<file path="src/rtl/pbm_pkg.sv">
`timescale 1ns / 1ps

package pbm_pkg;

    // blend mode codes
    localparam logic [2:0] MODE_ADD   = 3'd0;
    localparam logic [2:0] MODE_DIFF  = 3'd1;
    localparam logic [2:0] MODE_MUL   = 3'd2;
    localparam logic [2:0] MODE_SPLIT = 3'd3;
    localparam logic [2:0] MODE_PASS  = 3'd4;

    // configuration register indexes
    localparam logic [1:0] CFG_BLEND_MODE = 2'd0;
    localparam logic [1:0] CFG_ALPHA_Q8   = 2'd1;
    localparam logic [1:0] CFG_LINE_WIDTH = 2'd2;

    // register widths and reset values
    localparam int CfgDataW = 13;
    localparam logic [2:0]  RST_BLEND_MODE = MODE_ADD;
    localparam logic [8:0]  RST_ALPHA_Q8   = 9'd256;
    localparam logic [12:0] RST_LINE_WIDTH = 13'd640;

    // full strength alpha and the split threshold
    localparam logic [8:0] ALPHA_FULL = 9'd256;
    localparam logic [8:0] ALPHA_HALF = 9'd128;

    localparam int DEF_MAX_WIDTH = 4096;

    // input beat
    typedef struct packed {
        logic [7:0]  dst_red;
        logic [7:0]  dst_green;
        logic [7:0]  dst_blue;
        logic [7:0]  src_red;
        logic [7:0]  src_green;
        logic [7:0]  src_blue;
        logic [11:0] column;
        logic        frame_end_in;
    } t_pix_in;

    // output beat
    typedef struct packed {
        logic [7:0] out_red;
        logic [7:0] out_green;
        logic [7:0] out_blue;
        logic       frame_end_out;
    } t_pix_out;

    // stage load enables shared by all colour lanes
    typedef struct packed {
        logic en1;
        logic en2;
        logic en3;
    } t_stage_ctl;

endpackage

</file>
<file path="src/rtl/pbm_channel.sv">
`timescale 1ns / 1ps

module pbm_channel (
    input  logic                  i_clk,
    input  pbm_pkg::t_stage_ctl   i_ctl,
    input  logic [2:0]            i_mode,
    input  logic [8:0]            i_alpha,
    input  logic                  i_copy,
    input  logic [7:0]            i_dst,
    input  logic [7:0]            i_src,
    output logic [7:0]            o_pix
);

    // stage 1: source scaled by alpha
    logic [7:0]  r_d1;
    logic [7:0]  r_s1;
    logic [15:0] r_sa1;
    logic        r_copy1;

    // stage 2: add, difference and the wide product
    logic [7:0]  r_d2;
    logic [7:0]  r_s2;
    logic        r_copy2;
    logic [7:0]  r_add2;
    logic [7:0]  r_diff2;
    logic [23:0] r_prod2;

    // stage 3: selected result
    logic [7:0]  r_pix3;

    logic [15:0] n_sa;
    logic [16:0] n_sum;
    logic [15:0] n_d8;
    logic [15:0] n_absdiff;
    logic [23:0] n_prod;
    logic [15:0] n_quo_in;
    logic [8:0]  n_rem;
    logic [7:0]  n_mul;
    logic [7:0]  n_pix;

    assign n_sa = 16'(i_src) * 16'(i_alpha);

    always_ff @(posedge i_clk) begin
        if (i_ctl.en1) begin
            r_d1    <= i_dst;
            r_s1    <= i_src;
            r_sa1   <= n_sa;
            r_copy1 <= i_copy;
        end
    end

    // stage 2 arithmetic on d*256 against s*a
    always_comb begin
        n_d8      = {r_d1, 8'h00};
        n_sum     = 17'(n_d8) + 17'(r_sa1);
        n_absdiff = (n_d8 >= r_sa1) ? (n_d8 - r_sa1) : (r_sa1 - n_d8);
        n_prod    = 24'(r_d1) * 24'(r_sa1);
    end

    always_ff @(posedge i_clk) begin
        if (i_ctl.en2) begin
            r_d2    <= r_d1;
            r_s2    <= r_s1;
            r_copy2 <= r_copy1;
            r_add2  <= n_sum[16] ? 8'hff : n_sum[15:8];
            r_diff2 <= n_absdiff[15:8];
            r_prod2 <= n_prod;
        end
    end

    // product / (255*256): drop 8 bits, then divide by 255 with one correction
    always_comb begin
        n_quo_in = r_prod2[23:8];
        n_rem    = 9'(n_quo_in[7:0]) + 9'(n_quo_in[15:8]);
        n_mul    = n_quo_in[15:8] + ((n_rem >= 9'd255) ? 8'd1 : 8'd0);
    end

    // mode select
    always_comb begin
        if (r_copy2) begin
            n_pix = r_s2;
        end else begin
            case (i_mode)
                pbm_pkg::MODE_ADD:  n_pix = r_add2;
                pbm_pkg::MODE_DIFF: n_pix = r_diff2;
                pbm_pkg::MODE_MUL:  n_pix = n_mul;
                default:            n_pix = r_d2;
            endcase
        end
    end

    always_ff @(posedge i_clk) begin
        if (i_ctl.en3) begin
            r_pix3 <= n_pix;
        end
    end

    assign o_pix = r_pix3;

endmodule

</file>
<file path="src/rtl/pixel_blend_modes_core.sv">
`timescale 1ns / 1ps
// pixel blend compositor, one rgb pixel per beat
// input channel: i_in_valid / o_in_ready carry a destination pixel, a source
// pixel, the pixel's column and a frame end marker (pbm_pkg::t_pix_in)
// output channel: o_out_valid / i_out_ready carry the blended pixel and the
// copied frame end marker (pbm_pkg::t_pix_out)
// configuration: i_cfg_we writes register i_cfg_idx (0 blend mode, 1 alpha
// in q8, 2 line width) with i_cfg_data; write only while no beat is in flight
// pipeline: the three register stages (alpha scale, wide product and add/diff,
// divide by 255 and mode select) lie between input beat and output valid;
// throughput is one pixel per cycle while i_out_ready stays high
// stall: o_in_ready is high while any stage holds a bubble; with all three
// stages full and i_out_ready low the pipeline freezes and nothing is lost
// reset: valid bits clear, registers return to add mode, full alpha and a
// line width of 640
module pixel_blend_modes_core #(
    parameter int MAX_WIDTH = pbm_pkg::DEF_MAX_WIDTH
) (
    input  logic                             i_clk,
    input  logic                             i_rst_n,
    input  logic                             i_cfg_we,
    input  logic [1:0]                       i_cfg_idx,
    input  logic [pbm_pkg::CfgDataW-1:0]     i_cfg_data,
    input  logic                             i_in_valid,
    output logic                             o_in_ready,
    input  pbm_pkg::t_pix_in                 i_in_data,
    output logic                             o_out_valid,
    input  logic                             i_out_ready,
    output pbm_pkg::t_pix_out                o_out_data
);

    logic [2:0]  r_blend_mode;
    logic [8:0]  r_alpha_q8;
    logic [12:0] r_line_width;

    logic r_v1;
    logic r_v2;
    logic r_v3;
    logic r_fe1;
    logic r_fe2;
    logic r_fe3;

    pbm_pkg::t_stage_ctl n_ctl;
    logic [8:0]  n_alpha_eff;
    logic [12:0] n_width;
    logic [11:0] n_half;
    logic        n_copy;
    logic [7:0]  n_red;
    logic [7:0]  n_green;
    logic [7:0]  n_blue;

    // configuration registers
    always_ff @(posedge i_clk) begin
        if (!i_rst_n) begin
            r_blend_mode <= pbm_pkg::RST_BLEND_MODE;
            r_alpha_q8   <= pbm_pkg::RST_ALPHA_Q8;
            r_line_width <= pbm_pkg::RST_LINE_WIDTH;
        end else if (i_cfg_we) begin
            unique case (i_cfg_idx)
                pbm_pkg::CFG_BLEND_MODE: r_blend_mode <= i_cfg_data[2:0];
                pbm_pkg::CFG_ALPHA_Q8:   r_alpha_q8   <= i_cfg_data[8:0];
                pbm_pkg::CFG_LINE_WIDTH: r_line_width <= i_cfg_data;
                default: ;
            endcase
        end
    end

    // stage enables: a stage loads when empty or when the next one moves
    always_comb begin
        n_ctl.en3 = !r_v3 || i_out_ready;
        n_ctl.en2 = !r_v2 || n_ctl.en3;
        n_ctl.en1 = !r_v1 || n_ctl.en2;
    end

    assign o_in_ready = n_ctl.en1;

    // alpha above full strength is full strength
    assign n_alpha_eff = (r_alpha_q8 >= pbm_pkg::ALPHA_FULL) ? pbm_pkg::ALPHA_FULL
                                                              : r_alpha_q8;

    // split screen column range from the clamped line width
    always_comb begin
        if (32'(r_line_width) > MAX_WIDTH) begin
            n_width = 13'(MAX_WIDTH);
        end else begin
            n_width = r_line_width;
        end
        n_half = n_width[12:1];
        n_copy = (r_blend_mode == pbm_pkg::MODE_SPLIT)
              && (r_alpha_q8 > pbm_pkg::ALPHA_HALF)
              && (i_in_data.column >= n_half)
              && (13'(i_in_data.column) < {n_half, 1'b0});
    end

    // valid bits and frame end marker
    always_ff @(posedge i_clk) begin
        if (!i_rst_n) begin
            r_v1 <= 1'b0;
            r_v2 <= 1'b0;
            r_v3 <= 1'b0;
        end else begin
            if (n_ctl.en1) begin
                r_v1 <= i_in_valid;
            end
            if (n_ctl.en2) begin
                r_v2 <= r_v1;
            end
            if (n_ctl.en3) begin
                r_v3 <= r_v2;
            end
        end
    end

    always_ff @(posedge i_clk) begin
        if (n_ctl.en1) begin
            r_fe1 <= i_in_data.frame_end_in;
        end
        if (n_ctl.en2) begin
            r_fe2 <= r_fe1;
        end
        if (n_ctl.en3) begin
            r_fe3 <= r_fe2;
        end
    end

    // colour lanes
    pbm_channel u_red (
        .i_clk   (i_clk),
        .i_ctl   (n_ctl),
        .i_mode  (r_blend_mode),
        .i_alpha (n_alpha_eff),
        .i_copy  (n_copy),
        .i_dst   (i_in_data.dst_red),
        .i_src   (i_in_data.src_red),
        .o_pix   (n_red)
    );

    pbm_channel u_green (
        .i_clk   (i_clk),
        .i_ctl   (n_ctl),
        .i_mode  (r_blend_mode),
        .i_alpha (n_alpha_eff),
        .i_copy  (n_copy),
        .i_dst   (i_in_data.dst_green),
        .i_src   (i_in_data.src_green),
        .o_pix   (n_green)
    );

    pbm_channel u_blue (
        .i_clk   (i_clk),
        .i_ctl   (n_ctl),
        .i_mode  (r_blend_mode),
        .i_alpha (n_alpha_eff),
        .i_copy  (n_copy),
        .i_dst   (i_in_data.dst_blue),
        .i_src   (i_in_data.src_blue),
        .o_pix   (n_blue)
    );

    assign o_out_valid              = r_v3;
    assign o_out_data.out_red       = n_red;
    assign o_out_data.out_green     = n_green;
    assign o_out_data.out_blue      = n_blue;
    assign o_out_data.frame_end_out = r_fe3;

    // back pressure only when every stage is full and the output stalls
    a_ready_only_when_full: assert property (
        @(posedge i_clk) disable iff (!i_rst_n)
        !o_in_ready |-> (r_v1 && r_v2 && r_v3 && !i_out_ready)
    ) else $error("input stalled with a bubble in the pipeline");

    // an unstalled beat reaches the output with its frame end marker
    a_latency_three: assert property (
        @(posedge i_clk) disable iff (!i_rst_n)
        (i_in_valid && o_in_ready && i_out_ready) ##1 i_out_ready ##1 i_out_ready
        |=> o_out_valid && (o_out_data.frame_end_out == $past(i_in_data.frame_end_in, 3))
    ) else $error("beat lost or frame end marker wrong after three cycles");

    // pass through mode gives the destination; red and blue are checked
    a_pass_through: assert property (
        @(posedge i_clk) disable iff (!i_rst_n)
        ((i_in_valid && o_in_ready && i_out_ready
          && r_blend_mode == pbm_pkg::MODE_PASS) ##1 i_out_ready ##1 i_out_ready)
        |=> (o_out_data.out_red == $past(i_in_data.dst_red, 3))
         && (o_out_data.out_blue == $past(i_in_data.dst_blue, 3))
    ) else $error("pass through mode altered the destination");

endmodule

</file>
<file path="config.mk">
export PLATFORM = sky130hd
export DESIGN_NAME = pixel_blend_modes_core
export DESIGN_NICKNAME = d
export VERILOG_FILES = /design/src/rtl/pbm_pkg.sv /design/src/rtl/pbm_channel.sv /design/src/rtl/pixel_blend_modes_core.sv
export SDC_FILE = /design/constraint.sdc
export NUM_CORES = 2
export LEC_CHECK = 0
export ABC_AREA = 1
export BUFFER_PORTS_ARGS = -buffer_cell sky130_fd_sc_hd__buf_2
export CAP_MARGIN = 40
export CORE_MARGIN = 5
export CORE_UTILIZATION = 50
export CTS_CLUSTER_SIZE = 16
export DETAILED_ROUTE_END_ITERATION = 8
export PLACE_DENSITY = 0.66
export SLEW_MARGIN = 20
export SYNTH_ARGS = -nofsm -noshare
export SYNTH_HDL_FRONTEND = slang
export SYNTH_HIERARCHICAL = 1
export SYNTH_SLANG_ARGS = --single-unit
</file>
<file path="constraint.sdc">
create_clock -name i_clk -period 5.1 [get_ports i_clk]
set_input_delay 0.255 -clock i_clk [delete_from_list [all_inputs] [get_ports i_clk]]
set_output_delay 0.255 -clock i_clk [all_outputs]
set_load 0.05 [all_outputs]
</file>
== Word level (Yosys, flattened, before mapping) ==
Cells that the tools add are included.

* Add/sub/neg operators: 15
* $mul: 6
* Order comparisons: 11
* Eq/ne operators: 5
* Multiplexer cells: 14
* Reductions and logical operators: 14

{| class="wikitable"
|+ Operators by type and width
! operator !! count
|-
| $sub A16 B16 Y16 || 6
|-
| $mul A8 B16 Y24 || 3
|-
| $pmux W8 S3 || 3
|-
| $add A16 B16 Y17 || 3
|-
| $ge A16 B16 Y1 || 3
|-
| $mul A8 B9 Y16 || 3
|-
| $mux W16 || 3
|-
| $add A8 B8 Y9 || 3
|-
| $ge A9 B8 Y1 const B || 3
|-
| $add A8 B8 Y8 || 3
|-
| $mux W8 || 3
|-
| $gt A13 B13 Y1 const B || 1
|-
| $lt A12 B13 Y1 || 1
|-
| $mux W13 || 1
|-
| $ge A12 B12 Y1 || 1
|-
| $ge A9 B9 Y1 const B || 1
|-
| $gt A9 B8 Y1 const B || 1
|-
| $mux W9 || 1
|-
| $eq A3 B2 Y1 const B || 2
|-
| $reduce_and A2 Y1 || 3
|-
| $eq A3 B1 Y1 const B || 1
|-
| $logic_and A1 B1 Y1 || 3
|-
| $logic_not A1 Y1 || 3
|-
| $logic_not A3 Y1 || 1
|-
| other kinds (5) || 9
|}

* Register bits: 321
* Input bits: 81
* Logic and storage cells: 103

== Logic depth before layout (Yosys ltp) ==
* Word-level depth: 6
* Depth in mapped cells: 25

== Cells and area by module ==
The synthesis kept the hierarchy.

{| class="wikitable"
|+ By module, submodules not included
! module !! instances !! cells each !! area an instance (um2)
|-
| pbm_channel (u_blue) || 1 || 1456 || 11548.6
|-
| pbm_channel (u_green) || 1 || 1460 || 11534.8
|-
| pbm_channel (u_red) || 1 || 1421 || 11355.9
|-
| pixel_blend_modes_core || 1 || 242 || 1783.0
|}

== Worst setup path before layout ==
OpenSTA, ideal clock, no wires.

* Kind: register -> register
* Start: register r_v3, in the netlist o_out_valid
* End: register r_fe2 (enable)
* Arrival: 4.184 ns
* Required time: 4.600 ns
* Path slack: 0.416 ns
* Cell stages (with the launch flop): 4
* Clock period less this slack: 4.684 ns
* Cells stage by stage: dfxtp_1 > nand2_1 > nor2_1 > inv_1

{| class="wikitable"
|+ RTL lines
! element !! line !! text
|-
| start, declared || pixel_blend_modes_core.sv:38 || <nowiki>logic r_v3;</nowiki>
|-
| start signal, assigned || pixel_blend_modes_core.sv:109 || <nowiki>r_v3 <= r_v2;</nowiki>
|-
| end signal, assigned || pixel_blend_modes_core.sv:119 || <nowiki>r_fe2 <= r_fe1;</nowiki>
|-
| end, declared || pixel_blend_modes_core.sv:40 || <nowiki>logic r_fe2;</nowiki>
|}

== Worst setup path after layout ==
* Start: register u_green.r_d1[7]
* End: register u_green.r_prod2[23], data pin

* Cells in the longest elaborated chain, start to end: 1

{| class="wikitable"
|+ RTL lines
! element !! line !! text
|-
| start, declared || pbm_channel.sv:15 || <nowiki>logic [7:0] r_d1;</nowiki>
|-
| start signal, assigned || pbm_channel.sv:45 || <nowiki>r_d1 <= i_dst;</nowiki>
|-
| $mul A8 B16 Y24 || pbm_channel.sv:57 || <nowiki>n_prod = 24'(r_d1) * 24'(r_sa1);</nowiki>
|-
| named net u_green.n_prod[23] || pbm_channel.sv:35 || <nowiki>logic [23:0] n_prod;</nowiki>
|-
| end signal, assigned || pbm_channel.sv:67 || <nowiki>r_prod2 <= n_prod;</nowiki>
|-
| end, declared || pbm_channel.sv:26 || <nowiki>logic [23:0] r_prod2;</nowiki>
|}

The timed path passes the listed nets, and every way through them passes these cells.
A chain may end at the register's enable or synchronous reset.

==> results.tsv <==
stage	metric	value	unit
clocking	Gates resized, CTS repair	0	
logic_synthesis	mapped cell area	0.0362	mm^2
logic_synthesis	Yosys warnings	6	
timing	fin crit share	95.4	%
die	site row count	98	
final_layout	final instance area	0.0394	mm^2
logic_synthesis	Unique masters post-synth	55	
final_layout	# diodes	0	
detailed_routing	first drt pass iteration count	8	
die	Die ar.	0.0779	mm^2
detailed_routing	post-route ant nets	0	
global_route	global-route wire length before repair	148000	um
timing	setup ws final	237	ps
setup_path	critical path's largest stage delay	870	ps
logic_synthesis	Synth Net Count	5387	
final_layout	Nets	5471	
place	RePlAce Congestion	0.920	
pwr	sw frac	43.7	%
clocking	Clock Latency Late Sink	560	ps
pwr	Clk pwr share	20.9	%
place	DP Cell Count	5521	
global_route	most crowded layer after global routing	met2	
setup_path	Worst Path Buf+Inv	3	
detailed_routing	final WL	90300	um
pwr	Int Power	7.32	mW
die	Starting Density	50.6	%
logic_synthesis	ys flop type	edfxtp_1	
detailed_routing	initial drt markers	2178	
pwr	sw power	5.68	mW
die	core box area	0.0716	mm^2
flow_run	MaxCap Viol Count	0	
pwr	peak supply drop	0.351	mV
timing	Tightest Pin Transition	824	ps
timing	Hold Worst Slack	46.1	ps
timing	final slew viol count	0	
pwr	power per standard cell area	330	mW/mm^2
final_layout	Area Overhead vs Synth	8.73	%
logic_synthesis	sequential area share after synthesis	24.2	%
logic_synthesis	Async S/R FF share, synth	0	%
final_layout	Finished Layout Cells	5640	
hold_path	Hold WC Path Type	in -> reg	
timing	setup tns final	0	ps
place	Placed Instance Area	0.0376	mm^2
place	DP HPWL	71900	um
global_route	met3 Usage GRT	3.21	%
clocking	Sink Count	301	
logic_synthesis	Syn Inst Count	4579	
clocking	clk slew on worst S/H paths	60	ps
clocking	root buf cell	clkbuf_16	
setup_path	critical path data arrival time	5170	ps
timing	fin crit period	4860	ps
outcome	status	finished, final reports clean	
setup_path	CP endpoint kind	register	
global_route	grt total ovfl	0	
detailed_routing	via density per instance	5.07	
setup_path	crit-path max FO	18	
clocking	Longest Clk Path Bufs	3	
global_route	largest net degree at the start of global routing	148	
clocking	H-tree levels	2	
final_layout	share of layout cells above drive strength 1	6.89	%
clocking	TritonCTS Buffers	38	
timing	RSZ-0062 raised after global routing	no	
setup_path	CP required	5410	ps
timing	Post-Route Skew	14.8	ps
detailed_routing	Vias	28600	
setup_path	Startpoint Class	register	
logic_synthesis	synthesized flop and latch total	301	
final_layout	FILL cells	6718	
setup_path	cells along the critical path	nand2_1 > inv_1 > fa_1 > fa_1 > fa_1 > inv_1 > fa_1 > inv_1 > ha_1 > a21oi_1 > o21ai_0 > o21ai_0 > nand3_1 > nand2_1 > nand2_1	
place	I/O Buffers	107	
pwr	Sequential Power Share	29.1	%
timing	relative slew slack	45.1	%
pwr	Pleak	22.4	nW
timing	Final Hold Viols	0	
place	dpl ws	251	ps
detailed_routing	WL/cell	16.0	um
pwr	Comb power frac	50.1	%
clocking	TritonCTS clock tree	built	
global_route	number of antenna violations at the first check in global routing	0	
global_route	met1 usage	32.1	%
setup_path	slowest CP cell	edfxtp_1	
die	die span in y	279	um
setup_path	Crit Path Category	reg -> reg	
timing	Final setup viols	0	
timing	Max Clk Rate	206	MHz
setup_path	Crit path top cell by count	fa_1	
detailed_routing	drt drc	0	
global_route	M2 GR Usage	38.3	%
logic_synthesis	number of synthesized flops with an enable pin	273	
logic_synthesis	Post-Syn Area per Cell	7.91	um^2
die	die width	279	um
setup_path	Worst path top cell family by delay	adder cells	
global_route	number of global-route vias before repair	28800	
global_route	GRT Overall Usage	23.3	%
die	# IOs	108	
cell type report:
class	instances	area [um^2]	area share (%)
well taps	950	1190	3.02
repair buffers	209	1450	3.69
multi-input cells	2949	22400	56.8
flip-flops and latches	301	8760	22.2
inverters	1164	4380	11.1
clock inverters	24	250	0.635
clock buffers	43	991	2.52
through the flow:
stage	power, mW	util (%)
after global placement	10.2	52.5
final	13.0	55.0
after detailed placement	10.3	52.5
after CTS	13.1	54.8
after floorplan	8.55	-
after global routing	14.2	55.0
repair_timing:
item                                   4_1_cts  5_1_grt
endpoints found under the hold margin       43        0
hold buffers                                40        0
setup endpoints to repair                    0        5
buffers inserted                             0       12
logic make-up (layout without fill, tap and decap cells):
group,Yosys count,after routing,synth area share (%)
flip-flops,301,301,24.2
AND/OR/NAND/NOR,1714,1714,19.7
adder cells (fa/ha/maj),727,727,33.0
buffers and inverters,1329,1440,14.1
XOR/XNOR,109,109,2.64
AO/OA/AOI/OAI,399,399,6.30
worst paths after layout:
check                           slack [ps]  cells past startpoint             endpoint             from
worst min register to register         410                      0      u_green/r_s2[7]  u_green/r_s1[7]
worst max-delay path                   240                     15  u_green/r_prod2[23]  u_green/r_d1[7]
worst max register to register         240                     15  u_green/r_prod2[23]  u_green/r_d1[7]
worst min-delay path                    50                      3        r_alpha_q8[8]     i_cfg_idx[0]
synth_stat cells (6+ instances only):
| cell type | number | area, um^2 |
|---|---|---|
| nand2_2 | 29 | 181 |
| nor2_4 | 8 | 90.1 |
| nand2_1 | 1162 | 4360 |
| nor2_2 | 6 | 37.5 |
| o21ai_0 | 99 | 495 |
| o21bai_1 | 21 | 158 |
| nor3_1 | 42 | 210 |
| edfxtp_1 | 273 | 8200 |
| inv_1 | 1157 | 4340 |
| or2_2 | 8 | 50.1 |
| o21ai_1 | 11 | 55.1 |
| ha_1 | 346 | 4330 |
| a21boi_0 | 8 | 60.1 |
| nor3_2 | 6 | 60.1 |
| a21o_1 | 13 | 97.6 |
| nor2_1 | 218 | 818 |
| a21oi_1 | 198 | 991 |
| xor2_1 | 80 | 701 |
| o21a_1 | 7 | 52.6 |
| nand3_1 | 163 | 816 |
| buf_6 | 8 | 90.1 |
| clkbuf_1 | 127 | 477 |
| nand4_1 | 38 | 238 |
| a41oi_1 | 14 | 123 |
| buf_2 | 12 | 60.1 |
| buf_4 | 15 | 113 |
| dfxtp_1 | 28 | 561 |
| fa_1 | 381 | 7630 |
| nand3b_1 | 11 | 82.6 |
| xnor2_1 | 29 | 254 |
sequential cells by signal (all words and copies together), names as in the netlist, 9 cells and up:
register	flops
r_alpha_q8	9
r_line_width	13
u_blue/r_prod2	16
u_blue/r_sa1	16
u_green/r_prod2	16
u_green/r_sa1	16
u_red/r_prod2	16
u_red/r_sa1	16
power groups by stage:
stage	Clock, mW	Sequential (mW)	Combinational, mW
after global routing	2.88	3.82	7.46
after global placement	0	3.83	6.37
after detailed placement	0	3.83	6.42
after CTS	2.79	3.79	6.48
after floorplan	0	3.81	4.74
final	2.71	3.78	6.51
routing by layer:
layer | vias up | routed length, um
li1 | 14000 | -
met1 | 13600 | 40300
met2 | 818 | 41400
met5 | - | 0
met3 | 152 | 5280
met4 | 0 | 3340
cells in the final DEF, fill, tap and decap left out, types with 6 or more instances in the layout:
cell	count
nand2_1	1161
inv_1	1156
fa_1	381
ha_1	346
edfxtp_1	273
nor2_1	210
a21oi_1	198
nand3_1	163
buf_2	107
o21ai_0	99
xor2_1	80
buf_4	58
nor3_1	42
dlygate4sd3_1	40
clkbuf_16	39
nand4_1	38
nand2_2	29
xnor2_1	29
dfxtp_1	28
o21bai_1	21
nor2_2	14
a41oi_1	14
a21o_1	13
nand3b_1	11
o21ai_1	11
a21boi_0	8
or2_2	8
nor2_4	8
inv_6	7
o21a_1	7
clkinv_1	7
nor3_2	6
worst register-to-register path, stage by stage (launching register included):
cell and delay, ps:
edfxtp_1 870, nand2_1 110, inv_1 110, fa_1 420, fa_1 530, fa_1 550
inv_1 50, fa_1 530, inv_1 40, ha_1 370, a21oi_1 320, o21ai_0 240
o21ai_0 270, nand3_1 110, nand2_1 60, nand2_1 50
(Power assumes the default switching activity.)
